**config.mk**
```make
export PLATFORM = sky130hd
export DESIGN_NAME = injection_pattern_scanner_flat
export DESIGN_NICKNAME = d
export VERILOG_FILES = /design/src/rtl/ips_pkg.sv /design/src/rtl/ips_msg_if.sv /design/src/rtl/ips_report_if.sv /design/src/rtl/ips_cell.sv /design/src/rtl/injection_pattern_scanner.sv /design/src/flat_wrapper.sv
export SDC_FILE = /design/constraint.sdc
export NUM_CORES = 1
export LEC_CHECK = 0
export BUFFER_PORTS_ARGS = -buffer_cell sky130_fd_sc_hd__buf_2
export CAP_MARGIN = 20
export CORE_MARGIN = 5
export CORE_UTILIZATION = 37
export DETAILED_ROUTE_END_ITERATION = 10
export PLACE_DENSITY_LB_ADDON = 0.1
export SLEW_MARGIN = 25
export SYNTH_ARGS = -nofsm -noshare
export SYNTH_HDL_FRONTEND = slang
export SYNTH_SLANG_ARGS = --single-unit
```
**constraint.sdc**
```tcl
create_clock -name clk -period 9.73 [get_ports clk]
set_input_delay 1.946 -clock clk [delete_from_list [all_inputs] [get_ports clk]]
set_output_delay 1.946 -clock clk [all_outputs]
set_load 0.1 [all_outputs]
```
**src/rtl/ips_pkg.sv**
```systemverilog
package ips_pkg;

  // Field widths.
  localparam int BYTE_W  = 8;
  localparam int SIZE_W  = 32;
  localparam int FLAG_W  = 9;
  localparam int SCORE_W = 7;
  localparam int VERD_W  = 2;

  // Flag bit positions.
  localparam int FLAG_OVERSIZED = 6;
  localparam int FLAG_CONTROL   = 7;
  localparam int FLAG_MULTI     = 8;
  localparam int NUM_CATS       = 6;
  localparam int MULTI_MIN      = 3;

  // Verdict codes.
  localparam logic [VERD_W-1:0] VERDICT_ALLOW   = 2'd0;
  localparam logic [VERD_W-1:0] VERDICT_OBSERVE = 2'd1;
  localparam logic [VERD_W-1:0] VERDICT_BLOCK   = 2'd2;

  localparam logic [SCORE_W-1:0] SCORE_MAX     = 7'd99;
  localparam logic [SCORE_W-1:0] SCORE_OBSERVE = 7'd30;
  localparam logic [SCORE_W-1:0] SCORE_BLOCK   = 7'd65;

  // Flag weights in hundredths, indexed by flag bit.
  localparam logic [SCORE_W-1:0] FLAG_WEIGHT [FLAG_W] =
    '{7'd32, 7'd36, 7'd34, 7'd24, 7'd30, 7'd12, 7'd18, 7'd25, 7'd18};

  // Control bytes that are not flagged; space, upper-case bounds and case offset.
  localparam logic [BYTE_W-1:0] CHAR_TAB = 8'd9;
  localparam logic [BYTE_W-1:0] CHAR_LF  = 8'd10;
  localparam logic [BYTE_W-1:0] CHAR_CR  = 8'd13;
  localparam logic [BYTE_W-1:0] CHAR_SPACE = 8'd32;
  localparam logic [BYTE_W-1:0] CHAR_UC_A  = 8'h41;
  localparam logic [BYTE_W-1:0] CHAR_UC_Z  = 8'h5A;
  localparam logic [BYTE_W-1:0] CASE_OFFSET = 8'h20;

  // Pattern table. Each pattern character is one cell in the chain.
  localparam int NUM_PATTERNS = 23;
  localparam int NUM_CELLS    = 190;

  localparam int PAT_LEN [NUM_PATTERNS] =
    '{10, 12, 7, 3, 10, 7, 7, 2, 15, 24, 10, 7, 3, 3, 3, 3, 7, 11, 8, 7, 12, 11, 8};
  localparam int PAT_CAT [NUM_PATTERNS] =
    '{0, 0, 0, 0, 1, 1, 1, 1, 2, 2, 2, 2, 3, 3, 3, 3, 4, 4, 4, 5, 5, 5, 5};

  // All pattern characters back to back; the first character sits in the top byte.
  localparam logic [NUM_CELLS*BYTE_W-1:0] PAT_CHARS = {
    "drop table", "union select", " or 1=1", "'--",
    "powershell", "cmd.exe", "/bin/sh", "&&",
    "169.254.169.254", "metadata.google.internal", "localhost:", "file://",
    "../", "..\\", "%2e", "%2f",
    "<script", "javascript:", "onerror=",
    "api_key", "access_", "token", "private_", "key", "password"
  };

  function automatic logic [NUM_CELLS-1:0] start_mask();
    logic [NUM_CELLS-1:0] m;
    int pos;
    m   = '0;
    pos = 0;
    for (int p = 0; p < NUM_PATTERNS; p++) begin
      m[pos] = 1'b1;
      pos += PAT_LEN[p];
    end
    return m;
  endfunction

  function automatic logic [NUM_CELLS-1:0] cat_end_mask(input int cat);
    logic [NUM_CELLS-1:0] m;
    int pos;
    m   = '0;
    pos = 0;
    for (int p = 0; p < NUM_PATTERNS; p++) begin
      pos += PAT_LEN[p];
      if (PAT_CAT[p] == cat) begin
        m[pos-1] = 1'b1;
      end
    end
    return m;
  endfunction

  localparam logic [NUM_CELLS-1:0] START_MASK = start_mask();
  localparam logic [NUM_CELLS-1:0] CAT_END_MASK [NUM_CATS] = '{
    cat_end_mask(0), cat_end_mask(1), cat_end_mask(2),
    cat_end_mask(3), cat_end_mask(4), cat_end_mask(5)
  };

  // What every cell sees in a cycle.
  typedef struct packed {
    logic              take;   // a byte transfers this cycle
    logic              clear;  // that byte ends the message
    logic [BYTE_W-1:0] lc;     // lower-cased byte
  } ips_step_t;

endpackage

```
**src/rtl/ips_msg_if.sv**
```systemverilog
interface ips_msg_if import ips_pkg::*; ();
  logic              valid;
  logic              ready;
  logic [BYTE_W-1:0] byte_value;
  logic              last;

  modport source (output valid, output byte_value, output last, input ready);
  modport sink (input valid, input byte_value, input last, output ready);
endinterface

```
**src/rtl/ips_report_if.sv**
```systemverilog
interface ips_report_if import ips_pkg::*; ();
  logic               valid;
  logic               ready;
  logic [FLAG_W-1:0]  signal_flags;
  logic [SCORE_W-1:0] risk_score;
  logic [VERD_W-1:0]  verdict;
  logic               clean;

  modport source (output valid, output signal_flags, output risk_score,
                  output verdict, output clean, input ready);
  modport sink (input valid, input signal_flags, input risk_score,
                input verdict, input clean, output ready);
endinterface

```
**src/rtl/ips_cell.sv**
```systemverilog
// One pattern character: holds whether the pattern prefix ending here matched.
module ips_cell import ips_pkg::*; #(
  parameter logic [7:0] CHAR = 8'h00
) (
  input  logic      clk,
  input  logic      rst,
  input  ips_step_t step,
  input  logic      prev_match,
  output logic      match,
  output logic      fire
);

  assign fire = step.take && prev_match && (step.lc == CHAR);

  always_ff @(posedge clk) begin
    if (rst || (step.take && step.clear)) begin
      match <= 1'b0;
    end else if (step.take) begin
      match <= fire;
    end
  end

endmodule

```
**src/rtl/injection_pattern_scanner.sv**
```systemverilog
// Streaming scanner for injection patterns. Message bytes arrive on msg, one
// transfer per byte, with last marking the final byte; every message yields
// exactly one transfer on report, raised in the cycle after its final byte is
// taken. Bytes are lower-cased (A to Z only) and run past a chain of 190 cells,
// one per character of the 23 fixed patterns (sql, command, ssrf, traversal,
// script, secret). Each cell passes its match bit to its right neighbor every
// byte, so the whole chain advances together. Throughput is one byte per clock
// unless report is stalled. The report stage is a single register, and msg
// stays ready while that register is empty or being drained, so back-to-back
// messages stream without a gap. Control bytes below 32 other than tab, line
// feed and carriage return set the control flag. size_limit is to be written
// through cfg_we/cfg_data only while the block is idle, which the block does
// not enforce; zero turns the oversize check off. The COUNT_BITS-wide byte
// counter saturates, so very long messages are judged at its maximum.
module injection_pattern_scanner import ips_pkg::*; #(
  parameter int COUNT_BITS = 32
) (
  input  logic              clk,
  input  logic              rst,
  input  logic              cfg_we,
  input  logic [SIZE_W-1:0] cfg_data,
  ips_msg_if.sink           msg,
  ips_report_if.source      report
);

  localparam int CMP_W = (COUNT_BITS > SIZE_W) ? COUNT_BITS : SIZE_W;

  logic [SIZE_W-1:0]     size_limit;
  logic [COUNT_BITS-1:0] byte_count;
  logic [COUNT_BITS-1:0] byte_count_next;
  logic [NUM_CATS-1:0]   category_hits;
  logic [NUM_CATS-1:0]   cat_now;
  logic                  control_seen;
  logic                  ctrl_now;
  logic                  accept;
  ips_step_t             step;

  logic [NUM_CELLS-1:0] match;
  logic [NUM_CELLS-1:0] fire;

  logic [FLAG_W-1:0]  flags;
  logic [3:0]         flag_count;
  logic [7:0]         score_sum;
  logic [SCORE_W-1:0] score;
  logic [VERD_W-1:0]  verdict_next;

  // The report register is the only stage after the chain; a byte can be
  // taken whenever that register is free or its content leaves this cycle.
  assign msg.ready = !report.valid || report.ready;
  assign accept    = msg.valid && msg.ready;

  always_comb begin
    step.take  = accept;
    step.clear = msg.last;
    if (msg.byte_value >= CHAR_UC_A && msg.byte_value <= CHAR_UC_Z) begin
      step.lc = msg.byte_value + CASE_OFFSET;
    end else begin
      step.lc = msg.byte_value;
    end
  end

  // The chain: a cell that opens a pattern always sees a matched prefix.
  for (genvar i = 0; i < NUM_CELLS; i++) begin : g_cell
    logic prev;
    if (START_MASK[i]) begin : g_head
      assign prev = 1'b1;
    end else begin : g_link
      assign prev = match[i-1];
    end
    ips_cell #(
      .CHAR(PAT_CHARS[(NUM_CELLS-1-i)*BYTE_W +: BYTE_W])
    ) u_cell (
      .clk       (clk),
      .rst       (rst),
      .step      (step),
      .prev_match(prev),
      .match     (match[i]),
      .fire      (fire[i])
    );
  end

  // A category is hit when the last cell of any of its patterns fires.
  always_comb begin
    for (int c = 0; c < NUM_CATS; c++) begin
      cat_now[c] = |(fire & CAT_END_MASK[c]);
    end
  end

  assign ctrl_now = (msg.byte_value < CHAR_SPACE) && (msg.byte_value != CHAR_TAB) &&
                    (msg.byte_value != CHAR_LF) && (msg.byte_value != CHAR_CR);

  assign byte_count_next = (&byte_count) ? byte_count : byte_count + 1'b1;

  // Flags and score for the message that ends with the current byte.
  always_comb begin
    flags = '0;
    flags[NUM_CATS-1:0] = category_hits | cat_now;
    flags[FLAG_OVERSIZED] = (size_limit != '0) &&
      (CMP_W'(byte_count_next) > CMP_W'(size_limit));
    flags[FLAG_CONTROL] = control_seen || ctrl_now;

    flag_count = '0;
    for (int i = 0; i < FLAG_MULTI; i++) begin
      flag_count = flag_count + 4'(flags[i]);
    end
    flags[FLAG_MULTI] = (flag_count >= 4'(MULTI_MIN));

    score_sum = '0;
    for (int i = 0; i < FLAG_W; i++) begin
      if (flags[i]) begin
        score_sum = score_sum + {1'b0, FLAG_WEIGHT[i]};
      end
    end
    score = (score_sum > {1'b0, SCORE_MAX}) ? SCORE_MAX : score_sum[SCORE_W-1:0];

    if (score >= SCORE_BLOCK) begin
      verdict_next = VERDICT_BLOCK;
    end else if (score >= SCORE_OBSERVE) begin
      verdict_next = VERDICT_OBSERVE;
    end else begin
      verdict_next = VERDICT_ALLOW;
    end
  end

  always_ff @(posedge clk) begin
    if (rst) begin
      size_limit <= '0;
    end else if (cfg_we) begin
      size_limit <= cfg_data;
    end
  end

  // Per-message state, cleared when the final byte transfers.
  always_ff @(posedge clk) begin
    if (rst) begin
      category_hits <= '0;
      control_seen  <= 1'b0;
      byte_count    <= '0;
    end else if (accept) begin
      if (msg.last) begin
        category_hits <= '0;
        control_seen  <= 1'b0;
        byte_count    <= '0;
      end else begin
        category_hits <= category_hits | cat_now;
        control_seen  <= control_seen | ctrl_now;
        byte_count    <= byte_count_next;
      end
    end
  end

  // Report register.
  always_ff @(posedge clk) begin
    if (rst) begin
      report.valid <= 1'b0;
    end else if (accept && msg.last) begin
      report.valid <= 1'b1;
    end else if (report.ready) begin
      report.valid <= 1'b0;
    end
  end

  always_ff @(posedge clk) begin
    if (accept && msg.last) begin
      report.signal_flags <= flags;
      report.risk_score   <= score;
      report.verdict      <= verdict_next;
      report.clean        <= (flags == '0);
    end
  end

endmodule

```
**src/flat_wrapper.sv**
```systemverilog
// flat-port wrapper written by rule: the top's interface ports become plain ports
module injection_pattern_scanner_flat import ips_pkg::*;
#(
  parameter int COUNT_BITS = 32
)
  (clk, rst, cfg_we, cfg_data, msg_valid, msg_byte_value, msg_last, msg_ready, report_valid, report_signal_flags, report_risk_score, report_verdict, report_clean, report_ready);
  ips_msg_if msg_i ();
  ips_report_if report_i ();
  input  logic clk;
  input  logic rst;
  input  logic cfg_we;
  input  logic [SIZE_W-1:0] cfg_data;
  input wire logic [$bits(msg_i.valid)-1:0] msg_valid;
  input wire logic [$bits(msg_i.byte_value)-1:0] msg_byte_value;
  input wire logic [$bits(msg_i.last)-1:0] msg_last;
  output wire logic [$bits(msg_i.ready)-1:0] msg_ready;
  output wire logic [$bits(report_i.valid)-1:0] report_valid;
  output wire logic [$bits(report_i.signal_flags)-1:0] report_signal_flags;
  output wire logic [$bits(report_i.risk_score)-1:0] report_risk_score;
  output wire logic [$bits(report_i.verdict)-1:0] report_verdict;
  output wire logic [$bits(report_i.clean)-1:0] report_clean;
  input wire logic [$bits(report_i.ready)-1:0] report_ready;
  assign msg_i.valid = msg_valid;
  assign msg_i.byte_value = msg_byte_value;
  assign msg_i.last = msg_last;
  assign msg_ready = msg_i.ready;
  assign report_valid = report_i.valid;
  assign report_signal_flags = report_i.signal_flags;
  assign report_risk_score = report_i.risk_score;
  assign report_verdict = report_i.verdict;
  assign report_clean = report_i.clean;
  assign report_i.ready = report_ready;
  injection_pattern_scanner #(.COUNT_BITS(COUNT_BITS)) u_core (.clk(clk), .rst(rst), .cfg_we(cfg_we), .cfg_data(cfg_data), .msg(msg_i), .report(report_i));
endmodule
```
==> metrics.yaml, run 1 <==
synthAdderAreaFrac_pct: 5.53
yosysTopAreaCell: "dfxtp_1"
grt_pass1_vias: 9238
area_delta_synth_final_pct: 13.5
min_path_type: "flop to flop"
cts_sinks: 251
peakVddDrop_mv: 0.136
max_freq_ghz: 0.121
dp_hpwl_mm: 21.0
post-place-ws_ns: 1.12
die_h_um: 190
ys.flop_type: "dfxtp_1"
worstPathMaxFanout: 14
cts_tree: "yes"
ys_warn_count: 0
cts_max_path_buffers: 3
status: "finished, final reports clean"
path_clk_slew_ns: 0.06
post-route-drc-count: 0
wire_per_inst_um: 17.1
synth_cells: 1331
clock_latency_ns: 0.55
p_leak_uw: 0.00514
ctsResizeCount: 0
overflow: 0
synth_xor_area_share_pct: 4.63
worstMarginPinSlew_ns: 0.950
die_area_um2: 36300
max_cap_viol_count: 0
start_util_pct: 37.2
cp_top_family: "simple AND/OR/NAND/NOR gates"
power_uw: 2230
hp-start: "u_core.g_cell[64].u_cell.match"
grt_max_degree: 195
synth_top_area_share_pct: 38.5
cp-end-kind: "flop"
power_density_nw_per_um2: 163
timing_hold_violations_final: 0
core_um2: 32400
yosysMostFrequentCell: "nor2_1"
cp_data_required_time_ns: 10.01
avgSynthCellArea_um2: 9.06
drtIter0Drc: 660
synth_top_family_by_area: "compound AO/OA/AOI/OAI gates"
synth_mux_area_share_pct: 3.62
nets: 1460
post_cts_buffers: 0
cp.arrival_ns: 8.53
synth_seq_cells: 251
synth_common_cells: "252 x nor2_1, 232 x dfxtp_1, 143 x a22oi_1"
drive_gt1_share_pct: 13.0
final-max-slew-violation-count: 0
period_share_pct: 84.8
die_x_um: 190
setup_viol: 0
rsz0062_at_grt: "no"
routed_wirelength_mm: 31.2
period_needed_ns: 8.25
ys_types: 92
synthArstFlopShare_pct: 0
fillers: 3254
yosysSeqAreaShare_pct: 43.3
tns_ns: 0
max_slew_margin_pct: 36.7
critical_path_class: "flop to flop"
startpoint_type: "flop"
cts-root-buf: "clkbuf_16"
grt_pass1_wl_mm: 50.3
yosys-top-cells-area: "dfxtp_1 39%, a22oi_1 8.9%, nor2_1 7.8%, ha_1 4.8%, edfxtp_1 4.7%"
cts_hold_buf: 0
h-tree-depth: 1
timing.rr.start: "u_core.byte_count[24]"
finalWeightedCongestion: 0.861
viasPerCell: 5.29
io_pins: 67
vias: 9670
startpoint: "u_core.byte_count[24]"
antenna_cells: 0
first_pass_iters: 5
cp_slowest_cell: "or4_1"
synth-simple-area-share_pct: 19.2
drtAntennaViolNets: 0
synth-compound-area-share_pct: 19.3
fin_ws_ns: 1.48
netlist_area_um2: 12100
synth_fp_nets: 1427
port_buffers: 66
rows: 66
grt.total_usage_pct: 16.8
synth_edf_count: 19
critical_path.max_stage_delay_ns: 0.73
antenna_found_initial: 1
cts_made_buffers: 29
cp.buffers_inverters: 1
skew_ns: 0.0181
per-stage QoR:
stage	util, %	hold WS (ns)	instance area [um2]	instances
2_1_floorplan	-	0.428	12100	1331
3_3_place_gp	39.5	0.444	12800	1775
3_5_place_dp	39.6	0.448	12800	1775
4_1_cts	42.3	0.454	13700	1827
5_1_grt	42.3	0.483	13700	1827
6_report	42.3	0.450	13700	1827
flip-flops by register name, indices dropped and copies added, names as in the netlist:
| signal | cells |
|---|---|
| u_core.category_hits | 6 |
| u_core.byte_count | 32 |
| u_core.report.risk_score | 7 |
| u_core.report.verdict | 2 |
| u_core.control_seen | 1 |
| u_core.report.valid | 1 |
| u_core.report.clean | 1 |
| u_core.g_cell.u_cell.match | 160 |
| u_core.size_limit | 32 |
| u_core.report.signal_flags | 9 |
power breakdown:
| part | switching [uW] | leakage, uW | internal (uW) |
|---|---|---|---|
| combinational | 119 | 0.00265 | 41.6 |
| clock | 424 | 0.000437 | 582 |
| sequential | 8.20 | 0.00206 | 1050 |
routing by layer:
metal	wire, um	track usage, %	vias to the layer above
met4	915	4.83	2
met5	13	0	-
li1	-	-	4873
met2	14500	28.2	193
met1	14600	22.8	4555
met3	1160	2.25	47
area by class of cell:
| cell class | instances | area [um2] | share of cell area (%) |
|---|---|---|---|
| inverter | 56 | 213 | 1.55 |
| clock buffer | 42 | 818 | 5.98 |
| tap | 442 | 553 | 4.04 |
| timing repair buffer | 84 | 482 | 3.52 |
| multi-input combinational | 942 | 6340 | 46.4 |
| sequential | 251 | 5220 | 38.1 |
| clock inverter | 10 | 60.1 | 0.439 |
final timing paths:
path / endpoint / slack, ns / depth (start not counted)
worst max-delay path: u_core.report.verdict[1] / 1.48 / 28
worst min-delay path: u_core.g_cell[64].u_cell.match / 0.45 / 2
worst max register to register: u_core.report.verdict[1] / 1.48 / 28
worst min register to register: u_core.g_cell[64].u_cell.match / 0.45 / 2
worst min-delay path, cell delays in order, from the launching register on:
cell and delay (ns):
dfxtp_1 0.31, nand2_1 0.05, a21oi_1 0.05
cells by family (layout without fill, tap and decap cells):
family / after synthesis / count (layout)
adders and majority gates: 51 / 51
DFF: 251 / 251
xor gates and xnor gates: 55 / 55
buffers and inverters: 138 / 192
and+or+nand+nor: 484 / 484
AOI/OAI and AO/OA: 310 / 310
muxes: 42 / 42
cells in the final DEF, fill, tap and decap left out, types with 25 or more instances in the layout:
cell type and n:
a21oi_1 54, nand2_1 52, dfxtp_1 232, nor2_1 251, nor3_1 25, o21ai_0 27, buf_2 66, ha_1 46
xnor2_1 32, mux2i_1 34, clkbuf_16 29, a22oi_1 143, inv_1 51
No activity file was read; power rests on OpenSTA's default activity.
==> run 2: changes to the inputs <==
--- a/config.mk
+++ b/config.mk
@@ -5,6 +5,7 @@
 export SDC_FILE = /design/constraint.sdc
 export NUM_CORES = 1
 export LEC_CHECK = 0
+export ABC_AREA = 1
 export BUFFER_PORTS_ARGS = -buffer_cell sky130_fd_sc_hd__buf_2
 export CAP_MARGIN = 20
 export CORE_MARGIN = 5
==> constraint.sdc (replaced) <==
create_clock -name clk -period 6.92 [get_ports clk]
set_input_delay 1.384 -clock clk [delete_from_list [all_inputs] [get_ports clk]]
set_output_delay 1.384 -clock clk [all_outputs]
set_load 0.1 [all_outputs]
==> metrics.yaml, run 2 <==
cts_tree: "yes"
dp_hpwl_mm: 23.1
path_clk_slew_ns: 0.06
critical_path_class: "flop to flop"
die_x_um: 192
die_h_um: 192
rows: 66
synth_common_cells: "465 x nand2_1, 248 x a21oi_1, 232 x dfxtp_1"
period_share_pct: 96.9
clock_latency_ns: 0.56
layout_common_cells: "448 x nand2_1, 247 x a21oi_1, 230 x dfxtp_1, 144 x nand3_1, 138 x inv_1"
min_to: "u_core.g_cell[87].u_cell.match"
skew_ns: 0.00847
cp_slowest_cell: "a221o_2"
antenna_found_initial: 3
grt.total_usage_pct: 18.1
regMostFlops: "u_core.g_cell.u_cell.match"
ys.flop_type: "dfxtp_1"
finalWeightedCongestion: 0.877
setup_viol: 0
fillers: 3422
worstMarginPinSlew_ns: 1.07
power_density_nw_per_um2: 233
vias: 11100
ys_warn_count: 0
synthArstFlopShare_pct: 0
synth_cells: 1688
largest_register_ffs: 160
seq_area_um2: 5220
synth_fp_nets: 1784
power_uw: 3400
yosys-top-cells-area: "dfxtp_1 38%, nand2_1 14%, a21oi_1 10%, nand3_1 6.0%, ha_1 4.7%"
yosysMostFrequentCell: "nand2_1"
worstReg2RegEnd: "u_core.report.verdict[1]"
max_cap_viol_count: 0
drtIter0Drc: 700
hp-start: "u_core.g_cell[86].u_cell.match"
viasPerCell: 4.95
cts_hold_buf: 0
cts_made_buffers: 29
routed_wirelength_mm: 33.9
netlist_area_um2: 12300
nets: 1869
yosysSeqAreaShare_pct: 42.6
regToRegSetupSlack_ns: 0.21
grt_max_degree: 167
min_path_type: "flop to flop"
fin_ws_ns: 0.215
drive_gt1_share_pct: 16.2
yosysTopAreaCell: "dfxtp_1"
synth_seq_cells: 251
cts_sinks: 251
cp_data_required_time_ns: 7.24
area_delta_synth_final_pct: 19.4
synth_edf_count: 19
final-max-slew-violation-count: 0
core_um2: 32600
max_slew_margin_pct: 28.1
die_area_um2: 36900
critical_path.max_stage_delay_ns: 0.49
cp.arrival_ns: 7.02
first_pass_iters: 5
peakVddDrop_mv: 0.215
post-place-ws_ns: -0.0799
rsz0062_at_grt: "yes"
ys_types: 49
timing_hold_violations_final: 0
grt_pass1_wl_mm: 54.8
overflow: 0
holdPathStages: 2
status: "finished, final reports clean"
wire_per_inst_um: 15.1
drtAntennaViolNets: 0
h-tree-depth: 1
max_freq_ghz: 0.149
layout_commonest_cell: "nand2_1"
startpoint_type: "flop"
grt_pass1_vias: 10500
cts_max_path_buffers: 3
cts-root-buf: "clkbuf_16"
synth_top_area_share_pct: 37.9
cp-end-kind: "flop"
port_buffers: 66
ff2ff_path_depth: 40
p_leak_uw: 0.00578
start_util_pct: 37.6
post-route-drc-count: 0
timing.rr.start: "u_core.byte_count[0]"
period_needed_ns: 6.71
reg_top3: "u_core.g_cell.u_cell.match x160, u_core.byte_count x32, u_core.size_limit x32"
multi_input_area_um2: 6410
cpMostUsedCell: "nand2_2"
avgSynthCellArea_um2: 7.26
worstPathMaxFanout: 8
io_pins: 67
[run 2: worst max-delay path by stage]
| stage | start | to | slack [ns] | cells after the start |
|---|---|---|---|---|
| finish | u_core.byte_count[0] | u_core.report.verdict[1] | 0.21 | 40 |
| global route | u_core.byte_count[0] | u_core.report.verdict[0] | -0.19 | 43 |
| detailed placement | u_core.byte_count[0] | u_core.report.risk_score[1] | -0.08 | 40 |
| global placement | msg_byte_value[0] | u_core.report.risk_score[1] | 0.03 | 31 |
| CTS | u_core.byte_count[0] | u_core.report.risk_score[1] | 0.05 | 40 |
| floorplan | report_ready | u_core.report.risk_score[0] | 0.03 | 28 |
[run 2: logic make-up after synthesis]
logic type | count (synthesis) | share of synthesized area, %
AO/OA/AOI/OAI | 308 | 13.2
XOR/XNOR | 27 | 1.93
adder cells (fa/ha/maj) | 50 | 5.35
buffers and inverters | 227 | 7.01
flip-flops | 251 | 42.6
multiplexers | 1 | 0.0817
AND/OR/NAND/NOR | 824 | 29.9
[run 2: critical path, delay by kind of cell (launching register included)]
| kind | cells | cell delay, ns |
|---|---|---|
| fa+ha+maj | 5 | 1.77 |
| compound gates | 1 | 0.49 |
| buf+inv | 4 | 0.41 |
| flops | 1 | 0.34 |
| simple gates | 29 | 3.29 |
| xor+xnor | 1 | 0.15 |
[run 2: stage by stage]
step                util [%]  TNS (ns)  cell area (um2)  hold WS (ns)  instances
finish                  44.9         0            14600         0.457       2238
global route            44.9    -0.939            14600         0.473       2237
CTS                     44.1         0            14400         0.456       2229
detailed placement      40.7    -0.281            13300         0.451       2172
global placement        40.7         0            13300         0.446       2172
floorplan                  -         0            12300         0.439       1688
[run 2: layout make-up]
type / instances / share of cell area [%]
Multi-Input combinational cell: 1210 / 43.8
Sequential cell: 251 / 35.6
Clock buffer: 44 / 6.17
Timing Repair Buffer: 126 / 5.47
Inverter: 155 / 4.01
Tap cell: 442 / 3.78
Clock inverter: 9 / 1.14
Antenna cell: 1 / 0.0171
[run 2: what timing repair did]
| action | CTS | global route |
|---|---|---|
| setup endpoints to repair | 7 | 10 |
| pin swaps | 1 | 32 |
| gates resized for setup | 1 | 53 |
| setup buffers | 4 | 8 |
[run 2: metal layers]
| metal | share of wire (%) | routed length, um | track usage (%) | vias to the layer above |
|---|---|---|---|---|
| met2 | 46 | 15600 | 30.2 | 190 |
| li1 | - | - | - | 5718 |
| met1 | 47 | 16100 | 24.8 | 5111 |
| met5 | 0.13 | 44 | 0 | - |
| met3 | 4.2 | 1410 | 2.60 | 62 |
| met4 | 2.4 | 829 | 4.44 | 6 |
[run 2: report_power, final]
| group | leakage, uW | total [uW] | internal, uW | switching [uW] |
|---|---|---|---|---|
| sequential | 0.00206 | 1490 | 1480 | 8.95 |
| clock | 0.000525 | 1670 | 1050 | 619 |
| combinational | 0.00320 | 247 | 60.8 | 186 |
==> run 3: changes to the inputs <==
--- a/config.mk
+++ b/config.mk
@@ -11,6 +11,7 @@
 export CORE_MARGIN = 5
 export CORE_UTILIZATION = 37
 export DETAILED_ROUTE_END_ITERATION = 10
+export MAX_ROUTING_LAYER = met4
 export PLACE_DENSITY_LB_ADDON = 0.1
 export SLEW_MARGIN = 25
 export SYNTH_ARGS = -nofsm -noshare
==> metrics.yaml, run 3 (synthesized netlist as in run 2, its figures left out) <==
routed_wirelength_mm: 33.9
startpoint_type: "flop"
skew_ns: 0.00874
drive_gt1_share_pct: 16.2
finalWeightedCongestion: 0.891
cp_slowest_cell: "a221o_2"
final_cell_area_um2: 14600
cp_data_required_time_ns: 7.23
max_slew_margin_pct: 28.8
cts_sinks: 251
power_density_nw_per_um2: 233
period_needed_ns: 6.70
drtIter0Drc: 632
worstMarginPinSlew_ns: 1.06
final-max-slew-violation-count: 0
nets: 1869
overflow: 0
period_share_pct: 96.8
p_leak_uw: 0.00578
cp.buffers_inverters: 4
ff2ff_path_depth: 40
die_x_um: 192
largest_register_ffs: 160
cts_made_buffers: 29
startpoint: "u_core.byte_count[0]"
critical_path_class: "flop to flop"
drtAntennaViolNets: 0
min_path_type: "flop to flop"
core_um2: 32600
setup_viol: 0
fin_ws_ns: 0.222
first_pass_iters: 5
reg_top3: "u_core.g_cell.u_cell.match x160, u_core.byte_count x32, u_core.size_limit x32"
max_cap_viol_count: 0
worstReg2RegEnd: "u_core.report.verdict[1]"
die_area_um2: 36900
rows: 66
max_freq_ghz: 0.149
holdPathStages: 2
grt.total_usage_pct: 18.6
fin_util_pct: 44.9
clock_latency_ns: 0.55
cts-root-buf: "clkbuf_16"
io_pins: 67
start_util_pct: 37.6
layout_commonest_cell: "nand2_1"
timing_hold_violations_final: 0
cp_top_family: "simple AND/OR/NAND/NOR gates"
wire_per_inst_um: 15.1
cts_max_path_buffers: 3
critical_path.max_stage_delay_ns: 0.49
rsz0062_at_grt: "yes"
cpMostUsedCell: "nand2_2"
dpl_cell_area_um2: 13300
path_clk_slew_ns: 0.06
min_to: "u_core.g_cell[87].u_cell.match"
cp.arrival_ns: 7.01
cts_tree: "yes"
grt_pass1_vias: 10500
status: "finished, final reports clean"
dp_hpwl_mm: 23.1
post-place-ws_ns: -0.0799
regMostFlops: "u_core.g_cell.u_cell.match"
area_delta_synth_final_pct: 19.5
grt_pass1_wl_mm: 54.8
h-tree-depth: 1
grt_max_degree: 167
vias: 11100
antenna_found_initial: 3
hp-start: "u_core.g_cell[86].u_cell.match"
worstPathMaxFanout: 8
die_h_um: 192
peakVddDrop_mv: 0.214
port_buffers: 66
post-route-drc-count: 0
regToRegSetupSlack_ns: 0.22
viasPerCell: 4.95
layout_common_cells: "448 x nand2_1, 247 x a21oi_1, 230 x dfxtp_1, 144 x nand3_1, 138 x inv_1"
power_uw: 3410
cp-end-kind: "flop"
timing.rr.start: "u_core.byte_count[0]"
## run 3: how the worst max path moves through the flow
stage,end,cells after the start
after detailed placement,u_core.report.risk_score[1],40
after CTS,u_core.report.risk_score[1],40
final,u_core.report.verdict[1],40
after global routing,u_core.report.verdict[0],43
after floorplan,u_core.report.risk_score[0],28
after global placement,u_core.report.risk_score[1],31
## run 3: what timing repair did
item	4_1_cts	5_1_grt
gates resized for setup	1	53
setup buffers	4	8
pin swaps	1	32
endpoints found under the setup margin	7	10
hold buffers	0	0
## run 3: where the power goes
group / leakage [uW] / total (uW) / switching [uW] / internal, uW
Sequential: 0.00206 / 1490 / 8.93 / 1480
Clock: 0.000525 / 1670 / 619 / 1050
Combinational: 0.00320 / 247 / 186 / 60.8
Total: 0.00578 / 3410 / 815 / 2590
## run 3: final cells by class
class / instances / area, um2
flip-flops and latches: 251 / 5220
diodes: 3 / 7.51
fillers: 3419 / 18000
inverters: 155 / 587
multi-input cells: 1210 / 6410
repair buffers: 126 / 801
clock buffers: 44 / 903
well taps: 442 / 553
clock inverters: 9 / 166
## run 3: per-stage QoR
stage	hold slack, ns	setup TNS (ns)	std cells
floorplan	0.439	0	1688
global placement	0.446	0	2172
detailed placement	0.451	-0.281	2172
CTS	0.456	0	2229
global route	0.473	-0.939	2240
finish	0.456	0	2240
## run 3: layer usage
layer	global-route usage, %	routed length, um	vias up
met1	24.8	16100	5114
met5	-	0	-
met4	4.44	813	0
met2	30.2	15500	188
li1	-	-	5723
met3	2.60	1510	60
## run 3: worst min-delay path, delay by kind of cell (launching register included)
kind	cells	cell delay [ns]
flip-flops	1	0.30
AO/OA/AOI/OAI	1	0.05
AND/OR/NAND/NOR	1	0.06
